$ cat src/hdl/nand_block_page_state_tracker_assert.svh
// Assertion macros used by the page state tracker controller RTL.
// Each macro expands to one labeled concurrent assertion that reports through $error.
`ifndef NAND_BLOCK_PAGE_STATE_TRACKER_ASSERT_SVH
`define NAND_BLOCK_PAGE_STATE_TRACKER_ASSERT_SVH

// Same-cycle implication, disabled while reset is asserted
`define NBPST_ASSERT_IMPL(label, clk, rst_n, ante, cons) \
  label: assert property (@(posedge clk) disable iff (!rst_n) (ante) |-> (cons)) \
    else $error("nbpst: assertion failed");

// Next-cycle implication, disabled while reset is asserted
`define NBPST_ASSERT_NEXT(label, clk, rst_n, ante, cons) \
  label: assert property (@(posedge clk) disable iff (!rst_n) (ante) |=> (cons)) \
    else $error("nbpst: assertion failed");

`endif

$ cat src/hdl/nbpst_pkg.sv
// Shared types, codes and constants of the NAND block/page state tracker.
// Used by every module of the block but nbpst_ram; depends on nothing.
package nbpst_pkg;

  // Default geometry limits (top-level parameter defaults)
  localparam int DEF_MAX_CHANNELS = 4;
  localparam int DEF_MAX_DIES     = 2;
  localparam int DEF_MAX_PLANES   = 2;
  localparam int DEF_MAX_BLOCKS   = 64;
  localparam int DEF_MAX_PAGES    = 64;

  // Field widths
  localparam int CMD_W    = 2;
  localparam int ADDR_W   = 56;
  localparam int STATUS_W = 2;
  localparam int COND_W   = 2;
  localparam int WEAR_W   = 20;
  localparam int COUNT_W  = 7;

  // Stream payload layout
  localparam int S_TDATA_W    = 64;
  localparam int IN_CMD_LSB   = 0;
  localparam int IN_ADDR_LSB  = IN_CMD_LSB + CMD_W;
  localparam int IN_FAULT_BIT = IN_ADDR_LSB + ADDR_W;
  localparam int M_TDATA_W    = 40;

  // Physical address layout
  localparam int PG_LSB = 0;
  localparam int PG_W   = 16;
  localparam int BLK_LSB = 16;
  localparam int BLK_W  = 16;
  localparam int PL_LSB = 32;
  localparam int PL_W   = 8;
  localparam int DIE_LSB = 40;
  localparam int DIE_W  = 8;
  localparam int CH_LSB = 48;
  localparam int CH_W   = 8;

  // Configuration port
  localparam int APB_AW = 5;
  localparam int APB_DW = 32;
  localparam int CFG_CH_W  = 3;
  localparam int CFG_DIE_W = 2;
  localparam int CFG_PL_W  = 2;
  localparam int CFG_BLK_W = 7;
  localparam int CFG_PG_W  = 7;

  typedef enum logic [2:0] {
    REG_CHANNELS = 3'd0,
    REG_DIES     = 3'd1,
    REG_PLANES   = 3'd2,
    REG_BLOCKS   = 3'd3,
    REG_PAGES    = 3'd4
  } reg_idx_e;

  localparam logic [CFG_CH_W-1:0]  CFG_RST_CHANNELS = 3'd4;
  localparam logic [CFG_DIE_W-1:0] CFG_RST_DIES     = 2'd2;
  localparam logic [CFG_PL_W-1:0]  CFG_RST_PLANES   = 2'd2;
  localparam logic [CFG_BLK_W-1:0] CFG_RST_BLOCKS   = 7'd64;
  localparam logic [CFG_PG_W-1:0]  CFG_RST_PAGES    = 7'd64;

  typedef struct packed {
    logic [CFG_CH_W-1:0]  channels;
    logic [CFG_DIE_W-1:0] dies;
    logic [CFG_PL_W-1:0]  planes;
    logic [CFG_BLK_W-1:0] blocks;
    logic [CFG_PG_W-1:0]  pages;
  } cfg_t;

  typedef enum logic [CMD_W-1:0] {
    CMD_READ     = 2'd0,
    CMD_PROGRAM  = 2'd1,
    CMD_ERASE    = 2'd2,
    CMD_MARK_BAD = 2'd3
  } cmd_e;

  typedef enum logic [STATUS_W-1:0] {
    ST_OK      = 2'd0,
    ST_INVALID = 2'd1,
    ST_DEV_ERR = 2'd2,
    ST_WRITTEN = 2'd3
  } status_e;

  typedef enum logic [COND_W-1:0] {
    COND_FREE = 2'd0,
    COND_OPEN = 2'd1,
    COND_FULL = 2'd2,
    COND_BAD  = 2'd3
  } cond_e;

  // Controller -> datapath commands
  typedef struct packed {
    logic clr_wr;  // write one zero entry of the clearing sweep
    logic load;    // capture the accepted command, launch metadata read
    logic exec;    // update metadata, write back, load result register
  } ctrl_cmd_t;

  // Datapath -> controller status
  typedef struct packed {
    logic clr_last;  // sweep is at its last entry
  } dp_status_t;

endpackage

$ cat src/hdl/nbpst_regs.sv
// APB configuration registers (geometry in use) of the state tracker.
// Depends on nbpst_pkg.
module nbpst_regs
  import nbpst_pkg::*;
(
  input  logic              clk_i,
  input  logic              rst_ni,
  input  logic              psel,
  input  logic              penable,
  input  logic              pwrite,
  input  logic [APB_AW-1:0] paddr,
  input  logic [APB_DW-1:0] pwdata,
  output logic [APB_DW-1:0] prdata,
  output logic              pready,
  output cfg_t              cfg_o
);

  cfg_t       cfg_q;
  logic       wr_en;
  reg_idx_e   idx;

  assign pready = 1'b1;
  assign wr_en  = psel && penable && pwrite;
  assign idx    = reg_idx_e'(paddr[APB_AW-1:2]);

  // Register writes; unmapped indexes are dropped
  always_ff @(posedge clk_i or negedge rst_ni) begin
    if (!rst_ni) begin
      cfg_q.channels <= CFG_RST_CHANNELS;
      cfg_q.dies     <= CFG_RST_DIES;
      cfg_q.planes   <= CFG_RST_PLANES;
      cfg_q.blocks   <= CFG_RST_BLOCKS;
      cfg_q.pages    <= CFG_RST_PAGES;
    end else if (wr_en) begin
      case (idx)
        REG_CHANNELS: cfg_q.channels <= pwdata[CFG_CH_W-1:0];
        REG_DIES:     cfg_q.dies     <= pwdata[CFG_DIE_W-1:0];
        REG_PLANES:   cfg_q.planes   <= pwdata[CFG_PL_W-1:0];
        REG_BLOCKS:   cfg_q.blocks   <= pwdata[CFG_BLK_W-1:0];
        REG_PAGES:    cfg_q.pages    <= pwdata[CFG_PG_W-1:0];
        default: ;
      endcase
    end
  end

  // Read mux
  always_comb begin
    case (idx)
      REG_CHANNELS: prdata = APB_DW'(cfg_q.channels);
      REG_DIES:     prdata = APB_DW'(cfg_q.dies);
      REG_PLANES:   prdata = APB_DW'(cfg_q.planes);
      REG_BLOCKS:   prdata = APB_DW'(cfg_q.blocks);
      REG_PAGES:    prdata = APB_DW'(cfg_q.pages);
      default:      prdata = '0;
    endcase
  end

  assign cfg_o = cfg_q;

endmodule

$ cat config.mk
export PLATFORM = sky130hd
export DESIGN_NAME = nbpst_regs
export DESIGN_NICKNAME = d
export VERILOG_FILES = /design/src/hdl/nand_block_page_state_tracker_assert.svh /design/src/hdl/nbpst_pkg.sv /design/src/hdl/nbpst_regs.sv
export SDC_FILE = /design/constraint.sdc
export NUM_CORES = 1
export LEC_CHECK = 0
export ABC_AREA = 1
export BUFFER_PORTS_ARGS = -buffer_cell sky130_fd_sc_hd__buf_2
export CORE_UTILIZATION = 40
export DETAILED_ROUTE_END_ITERATION = 7
export PLACE_DENSITY_LB_ADDON = 0.15
export SYNTH_ARGS = -nofsm -noshare
export SYNTH_HDL_FRONTEND = slang
export SYNTH_SLANG_ARGS = --single-unit
$ cat constraint.sdc
create_clock -name clk_i -period 1 [get_ports clk_i]
set_clock_uncertainty 0.05 [all_clocks]
set_input_delay 0.2 -clock clk_i [delete_from_list [all_inputs] [get_ports clk_i]]
set_output_delay 0.2 -clock clk_i [all_outputs]
set_load 0.02 [all_outputs]
==> Yosys cells after proc, flatten, opt, wreduce, memory -nomap -nowiden <==
Index checks and enable logic that the tools add are counted.
{ "word_totals": {"out_inout_bits": 54, "register_bits": 21} }
{ "classes": {"n_reduce_logical": 8, "eq_ne": 4, "n_mux": 1} }
{ "ops": {"columns": ["op", "n"], "rows": [
  ["7-bit case mux with 5 select lines", 1],
  ["2-bit AND reduction", 5],
  ["3-bit by 2-bit == test with 1-bit output (second input constant)", 2],
  ["3-bit by 1-bit == test with 1-bit output (second input constant)", 1],
  ["3-bit == test (second input constant)", 1],
  ["3-bit logical NOT", 1],
  ["1-bit logical AND", 2]
]} }

==> Logic depth before layout (Yosys ltp) <==
{ "depth": {"ltp_word": 3, "depth_mapped": 7} }

==> Worst setup path after synthesis <==
OpenSTA, ideal clock, no wires.
{ "synth_timing": {"path_type": "reg2out", "start": "reg cfg_q, in the netlist cfg_o[13]", "end": "out prdata[6]", "n_path_buf": 0, "stages_incl_launch_ff": 3, "path_slack_ns": -0.263, "arrival_ns": 1.013, "cell_sequence": "dfstp_2 inv_1 o22ai_1"} }
{ "synth_between": {"elab_chain_len": 1} }
{ "synth_lines": {"columns": ["element", "line_no", "rtl"], "rows": [
  ["start: declaration", "nbpst_regs.sv:18", "cfg_t cfg_q;"],
  ["7-bit case mux with 5 select lines", "nbpst_regs.sv:48", "case (idx)"],
  ["end: declaration", "nbpst_regs.sv:13", "output logic [APB_DW-1:0] prdata,"]
]} }
No other way between the ends.

==> Final worst setup path <==
Ends and elaborated chain as after synthesis.

==> impl_metrics.yaml <==
pwr:
  leakage_nw: 1.035
  p_int_w: 0.002059
  p_per_area_nw_per_um2: 1594
  peakVddDrop_mv: 0.8252
  net-switching-power_w: 0.001220
  pwr-share-comb_pct: 50.5
  switching_share_pct: 37.22
  pwr-share-clk_pct: 12.5
  pwr-share-seq_pct: 37.0
global_route:
  grt_max_degree: 22
  grt_pass1_vias: 1195
  grt_pass1_wl_um: 5064
  grt-ovfl-total: 0
  antenna_found_initial: 0
  track_usage_pct: 19.45
floorplanning:
  core_region_area_um2: 3028
  die_x_um: 58.49
  die_area_um2: 3421
  die_h_um: 58.49
  num_rows: 20
  initial_core_util_pct: 42.15
  ios: 96
timing:
  setup_ws_ns: -0.4819
  finalHoldViolCount: 0
  fin_crit_sh_pct: 148.2
  drv_slew: 0
  rsz0062_at_grt: "true"
  setup_viol: 35
  max_clock_freq_mhz: 674.8
  period_needed_ns: 1.482
yosys:
  synth-seq-area-share_pct: 41.67
  synth_cells: 157
  synth.distinct_cells: 21
  synth_seq_cells: 21
  synthTopCellsByArea: "dfrtp_1 31%, buf_4 16%, nand2_1 13%"
  netlist.area_leader.share_pct: 31.37
  yosysWarningCount: 0
  yosys.area.top_type: "dfrtp_1"
  avgSynthCellArea_um2: 8.129
  netlist_area_um2: 1276
worst_setup_path:
  max_stage_delay_ns: 0.57
  r2r_start: "cfg_o[17]"
  worstPathCellList: "inv_2, o22ai_4, buf_6"
  end_kind: "output port"
  path_class: "flip-flop to output port"
  crit_arrival_ns: 1.23
  path_delay_family: "flip-flops"
  cp_slowest_cell: "dfstp_2"
  path_max_fanout: 2
  cp.required_ns: 0.75
  critPathBufInv: 2
  crit_start: "cfg_o[13]"
  critPathLaunchType: "flip-flop"
finish:
  fillCellCount: 258
  antenna_cells: 0
  multi_input_area_um2: 646.9
  largest_reg_flops: 21
  instances_no_fill: 278
  area_delta_synth_final_pct: 61.18
  area.sequential_um2: 539.3
  drive_above_1_share_pct: 55.13
  nNetsFinal: 277
  most-common-layout-cells: "42 x buf_6, 37 x nand2_1, 26 x conb_1"
  mostFrequentLayoutCell: "buf_6"
cts:
  numCtsBuffers: 3
  h-tree-depth: 1
  clk-insertion-delay-late_ns: 0.30
  clkTransAtPathRegs_ns: 0.12
  root_buffer: "clkbuf_4"
  cts.path.max_buffers: 2
  cts_sinks: 21
  cts_tree: "done"
place:
  portBuffers: 42
  hpwl_um: 2321
  place_congestion: 0.8939
  place_ws_ns: -0.3722
  dp_cells: 258
status:
  violations: "setup timing"
  status: "complete, but fails checks"
route:
  drtIter0Drc: 30
  ant_nets: 0
  vias_per_cell: 4.475
  drt_pass1_iterations: 4
  wl_per_cell_um: 11.95
  drc: 0
  routed-via-count: 1244
  drt_wl_total_um: 3321
flow_run:
  drv_cap: 0
min_path:
  min-delay-start: "pwdata[6]"
  min_path_type: "input pin to flip-flop"
cell type report:
class,count,area share [%]
clock inverters,1,0.2433
repair buffers,79,36.13
clock buffers,3,1.095
flip-flops and latches,21,26.22
multi-input cells,118,31.45
inverters,12,2.190
well taps,44,2.676
worst paths after layout:
| path | endpoint | slack (ns) | cells after the start |
|---|---|---|---|
| setup / recovery | prdata[6] | -0.48 | 3 |
| hold / removal | cfg_o[6] | 0.05 | 3 |
| setup reg to reg | cfg_o[17] | 0.04 | 4 |
| hold reg to reg | cfg_o[15] | 0.46 | 2 |
| max in group asynchronous | cfg_o[11] | 0.20 | 2 |
| min in group asynchronous | cfg_o[14] | 0.33 | 2 |
power groups by stage:
stage	combinational, W	sequential (W)	clock (W)
2_1_floorplan	0.000516	0.00141	0
3_3_place_gp	0.00114	0.00117	0
3_5_place_dp	0.00115	0.00117	0
4_1_cts	0.00152	0.00121	0.000431
5_1_grt	0.00177	0.00123	0.000466
6_report	0.00166	0.00121	0.000409
cell families after synthesis:
logic type	count (synthesis)	synth area share [%]
flops	21	41.67
buf+inv	42	21.47
compound gates	26	11.67
other cells	2	0.5885
simple gates	66	24.61
worst reg2reg max path, cell delays in order (launching register included):
cell and delay (ns):
dfstp_2 0.56, buf_4 0.11, buf_6 0.08, o21ai_1 0.05, nand2_1 0.06
layer usage:
layer	track usage, %	vias up	part of all wire (%)
met3	2.198	4	3.5
li1	-	613	-
met5	0	-	0
met4	6.803	0	0.87
met1	23.00	588	40
met2	36.29	39	56
through the flow:
step | util [%] | TNS, ns | power [W] | hold WS, ns | instance area [um^2]
3_5_place_dp | 54.59 | -6.067 | 0.002326 | 0.1465 | 1653
5_1_grt | 67.93 | -8.998 | 0.003471 | 0.03351 | 2057
2_1_floorplan | - | -1.065 | 0.001926 | -0.1456 | 1446
4_1_cts | 64.01 | -7.098 | 0.003159 | 0.04133 | 1938
3_3_place_gp | 54.59 | -5.355 | 0.002307 | 0.1373 | 1653
6_report | 67.93 | -7.364 | 0.003279 | 0.04824 | 2057
Yosys cell counts:
library cell	number
o21ai_1	9
nand2_1	43
clkbuf_1	1
o21ai_2	3
dfstp_2	5
nand3_2	1
nand4_1	2
o22ai_1	4
buf_4	27
buf_6	2
dfrtp_1	16
nor2_4	3
inv_2	1
o21ai_0	9
nand2_4	1
nand3_4	1
inv_1	11
nand3_1	9
nor2_1	6
o211ai_1	1
conb_1	2
timing repair:
action,CTS,global route
pin swaps,8,9
resized for setup,73,18
endpoints found under the hold margin,16,0
setup endpoints to repair,28,32
buffers inserted,6,15
hold buffers,1,0
No activity file was read; power rests on OpenSTA's default activity.
