<file path="config.mk">
export PLATFORM = sky130hd
export DESIGN_NAME = nbpst_ctrl
export DESIGN_NICKNAME = d
export VERILOG_FILES = /design/src/hdl/nbpst_pkg.sv /design/src/hdl/nbpst_ctrl.sv
export VERILOG_INCLUDE_DIRS = /design/src /design/src/hdl
export SDC_FILE = /design/constraint.sdc
export NUM_CORES = 1
export LEC_CHECK = 0
export BUFFER_PORTS_ARGS = -buffer_cell sky130_fd_sc_hd__clkbuf_2
export CORE_AREA = 2 2 39 41
export DETAILED_ROUTE_END_ITERATION = 16
export DIE_AREA = 0 0 41 43
export PLACE_DENSITY_LB_ADDON = 0.3
export SLEW_MARGIN = 20
export SYNTH_ARGS = -nofsm -noshare
export SYNTH_HDL_FRONTEND = slang
export SYNTH_SLANG_ARGS = --single-unit
</file>
<file path="constraint.sdc">
create_clock -name clk_i -period 1.4 [get_ports clk_i]
set_input_delay 0.28 -clock clk_i [delete_from_list [all_inputs] [get_ports clk_i]]
set_output_delay 0.28 -clock clk_i [all_outputs]
set_load 0.01 [all_outputs]
</file>
<file path="src/hdl/nand_block_page_state_tracker_assert.svh">
// Assertion macros used by the page state tracker controller RTL.
// Each macro expands to one labeled concurrent assertion that reports through $error.
`ifndef NAND_BLOCK_PAGE_STATE_TRACKER_ASSERT_SVH
`define NAND_BLOCK_PAGE_STATE_TRACKER_ASSERT_SVH

// Same-cycle implication, disabled while reset is asserted
`define NBPST_ASSERT_IMPL(label, clk, rst_n, ante, cons) \
  label: assert property (@(posedge clk) disable iff (!rst_n) (ante) |-> (cons)) \
    else $error("nbpst: assertion failed");

// Next-cycle implication, disabled while reset is asserted
`define NBPST_ASSERT_NEXT(label, clk, rst_n, ante, cons) \
  label: assert property (@(posedge clk) disable iff (!rst_n) (ante) |=> (cons)) \
    else $error("nbpst: assertion failed");

`endif

</file>
<file path="src/hdl/nbpst_pkg.sv">
// Shared types, codes and constants of the NAND block/page state tracker.
// Used by every module of the block but nbpst_ram; depends on nothing.
package nbpst_pkg;

  // Default geometry limits (top-level parameter defaults)
  localparam int DEF_MAX_CHANNELS = 4;
  localparam int DEF_MAX_DIES     = 2;
  localparam int DEF_MAX_PLANES   = 2;
  localparam int DEF_MAX_BLOCKS   = 64;
  localparam int DEF_MAX_PAGES    = 64;

  // Field widths
  localparam int CMD_W    = 2;
  localparam int ADDR_W   = 56;
  localparam int STATUS_W = 2;
  localparam int COND_W   = 2;
  localparam int WEAR_W   = 20;
  localparam int COUNT_W  = 7;

  // Stream payload layout
  localparam int S_TDATA_W    = 64;
  localparam int IN_CMD_LSB   = 0;
  localparam int IN_ADDR_LSB  = IN_CMD_LSB + CMD_W;
  localparam int IN_FAULT_BIT = IN_ADDR_LSB + ADDR_W;
  localparam int M_TDATA_W    = 40;

  // Physical address layout
  localparam int PG_LSB = 0;
  localparam int PG_W   = 16;
  localparam int BLK_LSB = 16;
  localparam int BLK_W  = 16;
  localparam int PL_LSB = 32;
  localparam int PL_W   = 8;
  localparam int DIE_LSB = 40;
  localparam int DIE_W  = 8;
  localparam int CH_LSB = 48;
  localparam int CH_W   = 8;

  // Configuration port
  localparam int APB_AW = 5;
  localparam int APB_DW = 32;
  localparam int CFG_CH_W  = 3;
  localparam int CFG_DIE_W = 2;
  localparam int CFG_PL_W  = 2;
  localparam int CFG_BLK_W = 7;
  localparam int CFG_PG_W  = 7;

  typedef enum logic [2:0] {
    REG_CHANNELS = 3'd0,
    REG_DIES     = 3'd1,
    REG_PLANES   = 3'd2,
    REG_BLOCKS   = 3'd3,
    REG_PAGES    = 3'd4
  } reg_idx_e;

  localparam logic [CFG_CH_W-1:0]  CFG_RST_CHANNELS = 3'd4;
  localparam logic [CFG_DIE_W-1:0] CFG_RST_DIES     = 2'd2;
  localparam logic [CFG_PL_W-1:0]  CFG_RST_PLANES   = 2'd2;
  localparam logic [CFG_BLK_W-1:0] CFG_RST_BLOCKS   = 7'd64;
  localparam logic [CFG_PG_W-1:0]  CFG_RST_PAGES    = 7'd64;

  typedef struct packed {
    logic [CFG_CH_W-1:0]  channels;
    logic [CFG_DIE_W-1:0] dies;
    logic [CFG_PL_W-1:0]  planes;
    logic [CFG_BLK_W-1:0] blocks;
    logic [CFG_PG_W-1:0]  pages;
  } cfg_t;

  typedef enum logic [CMD_W-1:0] {
    CMD_READ     = 2'd0,
    CMD_PROGRAM  = 2'd1,
    CMD_ERASE    = 2'd2,
    CMD_MARK_BAD = 2'd3
  } cmd_e;

  typedef enum logic [STATUS_W-1:0] {
    ST_OK      = 2'd0,
    ST_INVALID = 2'd1,
    ST_DEV_ERR = 2'd2,
    ST_WRITTEN = 2'd3
  } status_e;

  typedef enum logic [COND_W-1:0] {
    COND_FREE = 2'd0,
    COND_OPEN = 2'd1,
    COND_FULL = 2'd2,
    COND_BAD  = 2'd3
  } cond_e;

  // Controller -> datapath commands
  typedef struct packed {
    logic clr_wr;  // write one zero entry of the clearing sweep
    logic load;    // capture the accepted command, launch metadata read
    logic exec;    // update metadata, write back, load result register
  } ctrl_cmd_t;

  // Datapath -> controller status
  typedef struct packed {
    logic clr_last;  // sweep is at its last entry
  } dp_status_t;

endpackage

</file>
<file path="src/hdl/nbpst_ctrl.sv">
// Controller FSM of the state tracker: clearing sweep, accept, execute.
// Depends on nbpst_pkg and the assertion macro header.
`include "nand_block_page_state_tracker_assert.svh"

module nbpst_ctrl
  import nbpst_pkg::*;
(
  input  logic       clk_i,
  input  logic       rst_ni,
  input  logic       s_valid_i,
  output logic       s_ready_o,
  output logic       m_valid_o,
  input  logic       m_ready_i,
  output ctrl_cmd_t  cmd_o,
  input  dp_status_t status_i
);

  typedef enum logic [1:0] {
    ST_CLEAR,
    ST_IDLE,
    ST_EXEC
  } state_e;

  state_e state_q, state_d;
  logic   m_valid_q, m_valid_d;
  logic   slot_free;

  assign slot_free = !m_valid_q || m_ready_i;

  // Commands to the datapath
  assign cmd_o.clr_wr = (state_q == ST_CLEAR);
  assign cmd_o.load   = (state_q == ST_IDLE) && s_valid_i;
  assign cmd_o.exec   = (state_q == ST_EXEC) && slot_free;

  assign s_ready_o = (state_q == ST_IDLE);
  assign m_valid_o = m_valid_q;

  // Next state and result-valid flag
  always_comb begin
    state_d   = state_q;
    m_valid_d = m_valid_q;
    if (m_ready_i) begin
      m_valid_d = 1'b0;
    end
    case (state_q)
      ST_CLEAR: begin
        if (status_i.clr_last) begin
          state_d = ST_IDLE;
        end
      end
      ST_IDLE: begin
        if (s_valid_i) begin
          state_d = ST_EXEC;
        end
      end
      ST_EXEC: begin
        if (slot_free) begin
          state_d   = ST_IDLE;
          m_valid_d = 1'b1;
        end
      end
      default: state_d = ST_CLEAR;
    endcase
  end

  always_ff @(posedge clk_i or negedge rst_ni) begin
    if (!rst_ni) begin
      state_q   <= ST_CLEAR;
      m_valid_q <= 1'b0;
    end else begin
      state_q   <= state_d;
      m_valid_q <= m_valid_d;
    end
  end

  `NBPST_ASSERT_NEXT(a_accept_goes_exec, clk_i, rst_ni, s_valid_i && s_ready_o, state_q == ST_EXEC)
  `NBPST_ASSERT_NEXT(a_exec_gives_result, clk_i, rst_ni, cmd_o.exec, m_valid_q)
  `NBPST_ASSERT_NEXT(a_stall_holds_exec, clk_i, rst_ni, (state_q == ST_EXEC) && !slot_free, (state_q == ST_EXEC) && m_valid_q)
  `NBPST_ASSERT_NEXT(a_sweep_ends_idle, clk_i, rst_ni, cmd_o.clr_wr && status_i.clr_last, (state_q == ST_IDLE) && !m_valid_q)

endmodule

</file>
; Word-level counts from Yosys, hierarchy flattened
; Index checks and enable logic that the tools add are counted.
[word_totals]
register_bits = 3
inputBits = 5
output_inout_bits = 5
wordCells = 20
[op_classes]
n_eq_ne = 5
mux = 7
n_reduce_logical = 6
[ops]
columns = op, count
row1 = $mux W2, 3
row2 = $pmux W2 S3, 1
row3 = $ne A2 B2 Y1 const B, 2
row4 = $mux W1, 3
row5 = $reduce_and A3 Y1, 1
row6 = $eq A2 B1 Y1 const B, 1
row7 = $eq A2 B2 Y1 const B, 1
row8 = $logic_and A1 B1 Y1, 2
row9 = $logic_not A2 Y1, 1
row10 = $ne A2 B1 Y1 const B, 1
row11 = $logic_not A1 Y1, 1
row12 = $logic_or A1 B1 Y1, 1

; Logic depth before layout (Yosys ltp)
[logic_depth]
word_depth = 4
mapped_depth = 2
mapped_depth_nobuf = 2

; Worst setup path after synthesis
; Ideal clock, no wire load.
[synth_timing]
path_kind = reg2out
from = register state_q[0]
to = output port cmd_o[0] in the netlist's numbering
arrival_time_ps = 768
required_time_ps = 1120
slack_ps = 352
stages_incl_launch_ff = 3
path_buffers = 0
cell_sequence = dfrtp_1 nand2b_2 nor2_1
[synth_rtl]
columns = item, line_no
row1 = start: declaration, nbpst_ctrl.sv:24  ; state_e state_q, state_d;
row2 = start signal: assignment, nbpst_ctrl.sv:71  ; state_q <= state_d;
row3 = end: declaration, nbpst_ctrl.sv:14  ; output ctrl_cmd_t cmd_o,

==> results.py <==
metrics = {
    "synthesis": {
        "synth_top_area_cell": "dfrtp_1",
        "synthCells": 16,
        "yosysSeqAreaShare": 0.488,
        "ys_warn_count": 0,
        "syn_area_um2": 154,
        "yosys.cell_count.top_type": "nor2_1",
        "synthFlopType": "dfrtp_1",
        "synth_top_area_frac": 0.488,
        "avgSynthCellArea_um2": 9.62,
        "synthArstFlopShare": 1.00,
        "synth_nets": 21,
        "ys_seq_elements": 3,
        "ys_types": 9,
        "synthTopCellsByCount": "4 x nor2_1, 3 x dfrtp_1, 2 x nand2_1, 2 x nor2b_1",
        "synth_edf_count": 0,
        "synthTopCellsByArea": "dfrtp_1 49%, o32ai_2 11%, nor2_1 9.8%",
    },
    "setup_path": {
        "path_max_fanout": 6,
        "worstSetupStartpoint": "state_q[0]$_DFFE_PN0P_",
        "cp-end-kind": "output pin",
        "critPathRequiredTime_ns": 1.12,
        "criticalPathCategory": "reg2out",
        "regToRegStartpoint": "state_q[0]$_DFFE_PN0P_",
        "start_kind": "flip-flop",
        "critPathArrivalTime_ns": 1.04,
    },
    "cts": {
        "cts_made_buffers": 3,
        "cts_sinks": 3,
        "cts_root_buf": "clkbuf_4",
        "htreeDepth": 1,
        "cts_tree": "done",
        "clkLatencyLatePin_ns": 0.23,
        "clk_pin_slew_ns": 0.04,
        "cts_buffer_depth": 2,
    },
    "power": {
        "p_per_area_nw_per_um2": 2140,
        "ir_drop_mv": 0.347,
        "p_leak_uw": 0.000142,
    },
    "die": {
        "fp.coreArea_um2": 1380,
        "num_rows": 14,
        "die_width_um": 41,
        "die_area_um2": 1760,
        "start_util": 0.111,
        "die_height_um": 43,
        "ios": 10,
    },
    "sta": {
        "fin_crit_ns": 1.32,
        "rsz0062_at_grt": "no",
        "fin_ws_ns": 0.0781,
        "relSlewSlack": 0.836,
        "setup_tns_ns": 0,
        "setup_violations": 0,
        "finClkSkew_ns": 0.00106,
        "worstMarginPinSlew_ns": 0.245,
        "fmax_mhz": 756,
        "slew_violations": 0,
        "finalHoldViolCount": 0,
        "min_period_over_period": 0.944,
    },
    "global_route": {
        "grt_max_degree": 7,
        "grt_pass1_wl_um": 538,
        "grt_pass1_vias": 138,
        "grtUsageTotal": 0.0544,
        "grt_overflow": 0,
        "antenna_found_initial": 0,
    },
    "cells_and_area": {
        "area_growth_pct": 74.0,
        "layout-drive-gt1-share": 0.484,
        "n_antenna_cell": 0,
        "nets": 37,
    },
    "min_path": {
        "worstHoldPathType": "in2reg",
        "min_from": "s_valid_i",
    },
    "placed_design": {
        "gp_congestion": 0.524,
        "place_ws_ns": 0.255,
        "dp_hpwl_um": 260,
        "port_buffers": 9,
    },
    "route": {
        "dr.first_iter.drc_count": 5,
        "routed_via_density": 3.21,
        "vias": 151,
        "antenna_left": 0,
        "firstDrtPassIters": 2,
        "drc": 0,
        "wl_per_cell_um": 7.57,
        "routed_wl_um": 356,
    },
    "flow_run": {
        "maxCapViolCount": 0,
    },
    "run_status": {
        "status": "finished clean",
    },
}
==> state kept, by name (all words and copies together), names as in the netlist <==
name	count
m_valid_o	1
state_q	2
==> cell type report <==
class / count / area [um^2]
Tap cell: 16 / 20.0
Sequential cell: 3 / 75.1
Multi-Input combinational cell: 13 / 83.8
Clock buffer: 4 / 26.3
Timing Repair Buffer: 11 / 62.6
Fill cell: 155 / 1120
==> logic make-up (layout without fill, tap and decap cells) <==
| logic type | count (synthesis) | after routing | synth area share |
|---|---|---|---|
| AOI/OAI and AO/OA | 2 | 2 | 0.146 |
| and+or+nand+nor | 11 | 11 | 0.366 |
| buffers and inverters | 0 | 15 | 0 |
| DFF | 3 | 3 | 0.488 |
==> per-stage QoR <==
step / utilization / power (uW) / hold slack, ns / instances / instance area (um^2)
after floorplan: - / 304 / -0.0156 / 16 / 154
after global placement: 0.158 / 395 / 0.0828 / 41 / 219
after detailed placement: 0.158 / 391 / 0.0807 / 41 / 219
after CTS: 0.184 / 550 / 0.332 / 46 / 255
after global routing: 0.193 / 631 / 0.362 / 47 / 268
final: 0.193 / 574 / 0.347 / 47 / 268
==> timing repair <==
action | 4_1_cts | 5_1_grt
resized for setup | 0 | 2
setup endpoints to repair | 0 | 1
setup buffers | 0 | 1
endpoints found under the hold margin | 3 | 0
hold buffers | 1 | 0
==> cell usage in the layout, fill, tap and decap left out <==
cell type	n
dfrtp_1	3
nor2_1	4
buf_4	1
nand2_1	2
clkbuf_2	8
nor2b_1	2
o22ai_1	1
nand2b_1	1
o32ai_2	1
nand2b_4	1
and2_1	1
dlygate4sd3_1	1
clkbuf_4	3
clkbuf_1	1
buf_2	1
==> metal layers <==
layer / wire (um) / GRT usage / share of wire / up-vias
li1: - / - / - / 82
met1: 169 / 0.0552 / 0.47 / 59
met2: 125 / 0.0594 / 0.35 / 10
met3: 60 / 0.0471 / 0.17 / 0
met4: 0 / 0.0600 / 0 / 0
met5: 0 / 0 / 0 / -
==> path summary, 6_finish.rpt <==
path,end,slack (ns),cells past startpoint
worst min-delay path,state_q[1]$_DFFE_PN0P_,0.35,3
worst max-delay path,cmd_o[0],0.08,3
worst max register to register,state_q[0]$_DFFE_PN0P_,0.50,2
max in group asynchronous,state_q[0]$_DFFE_PN0P_,0.91,2
min in group asynchronous,m_valid_o$_DFF_PN0_,0.38,2
worst min register to register,m_valid_o$_DFF_PN0_,0.52,2
==> where the power goes <==
part,internal [uW],switching [uW]
clock network,107,42.8
registers,126,49.2
logic,137,113
==> critical path: stages, from the launching register on <==
cell and delay (ns):
dfrtp_1 0.41, nand2b_4 0.18, nor2_1 0.09, buf_2 0.13
(Power assumes the default switching activity.)
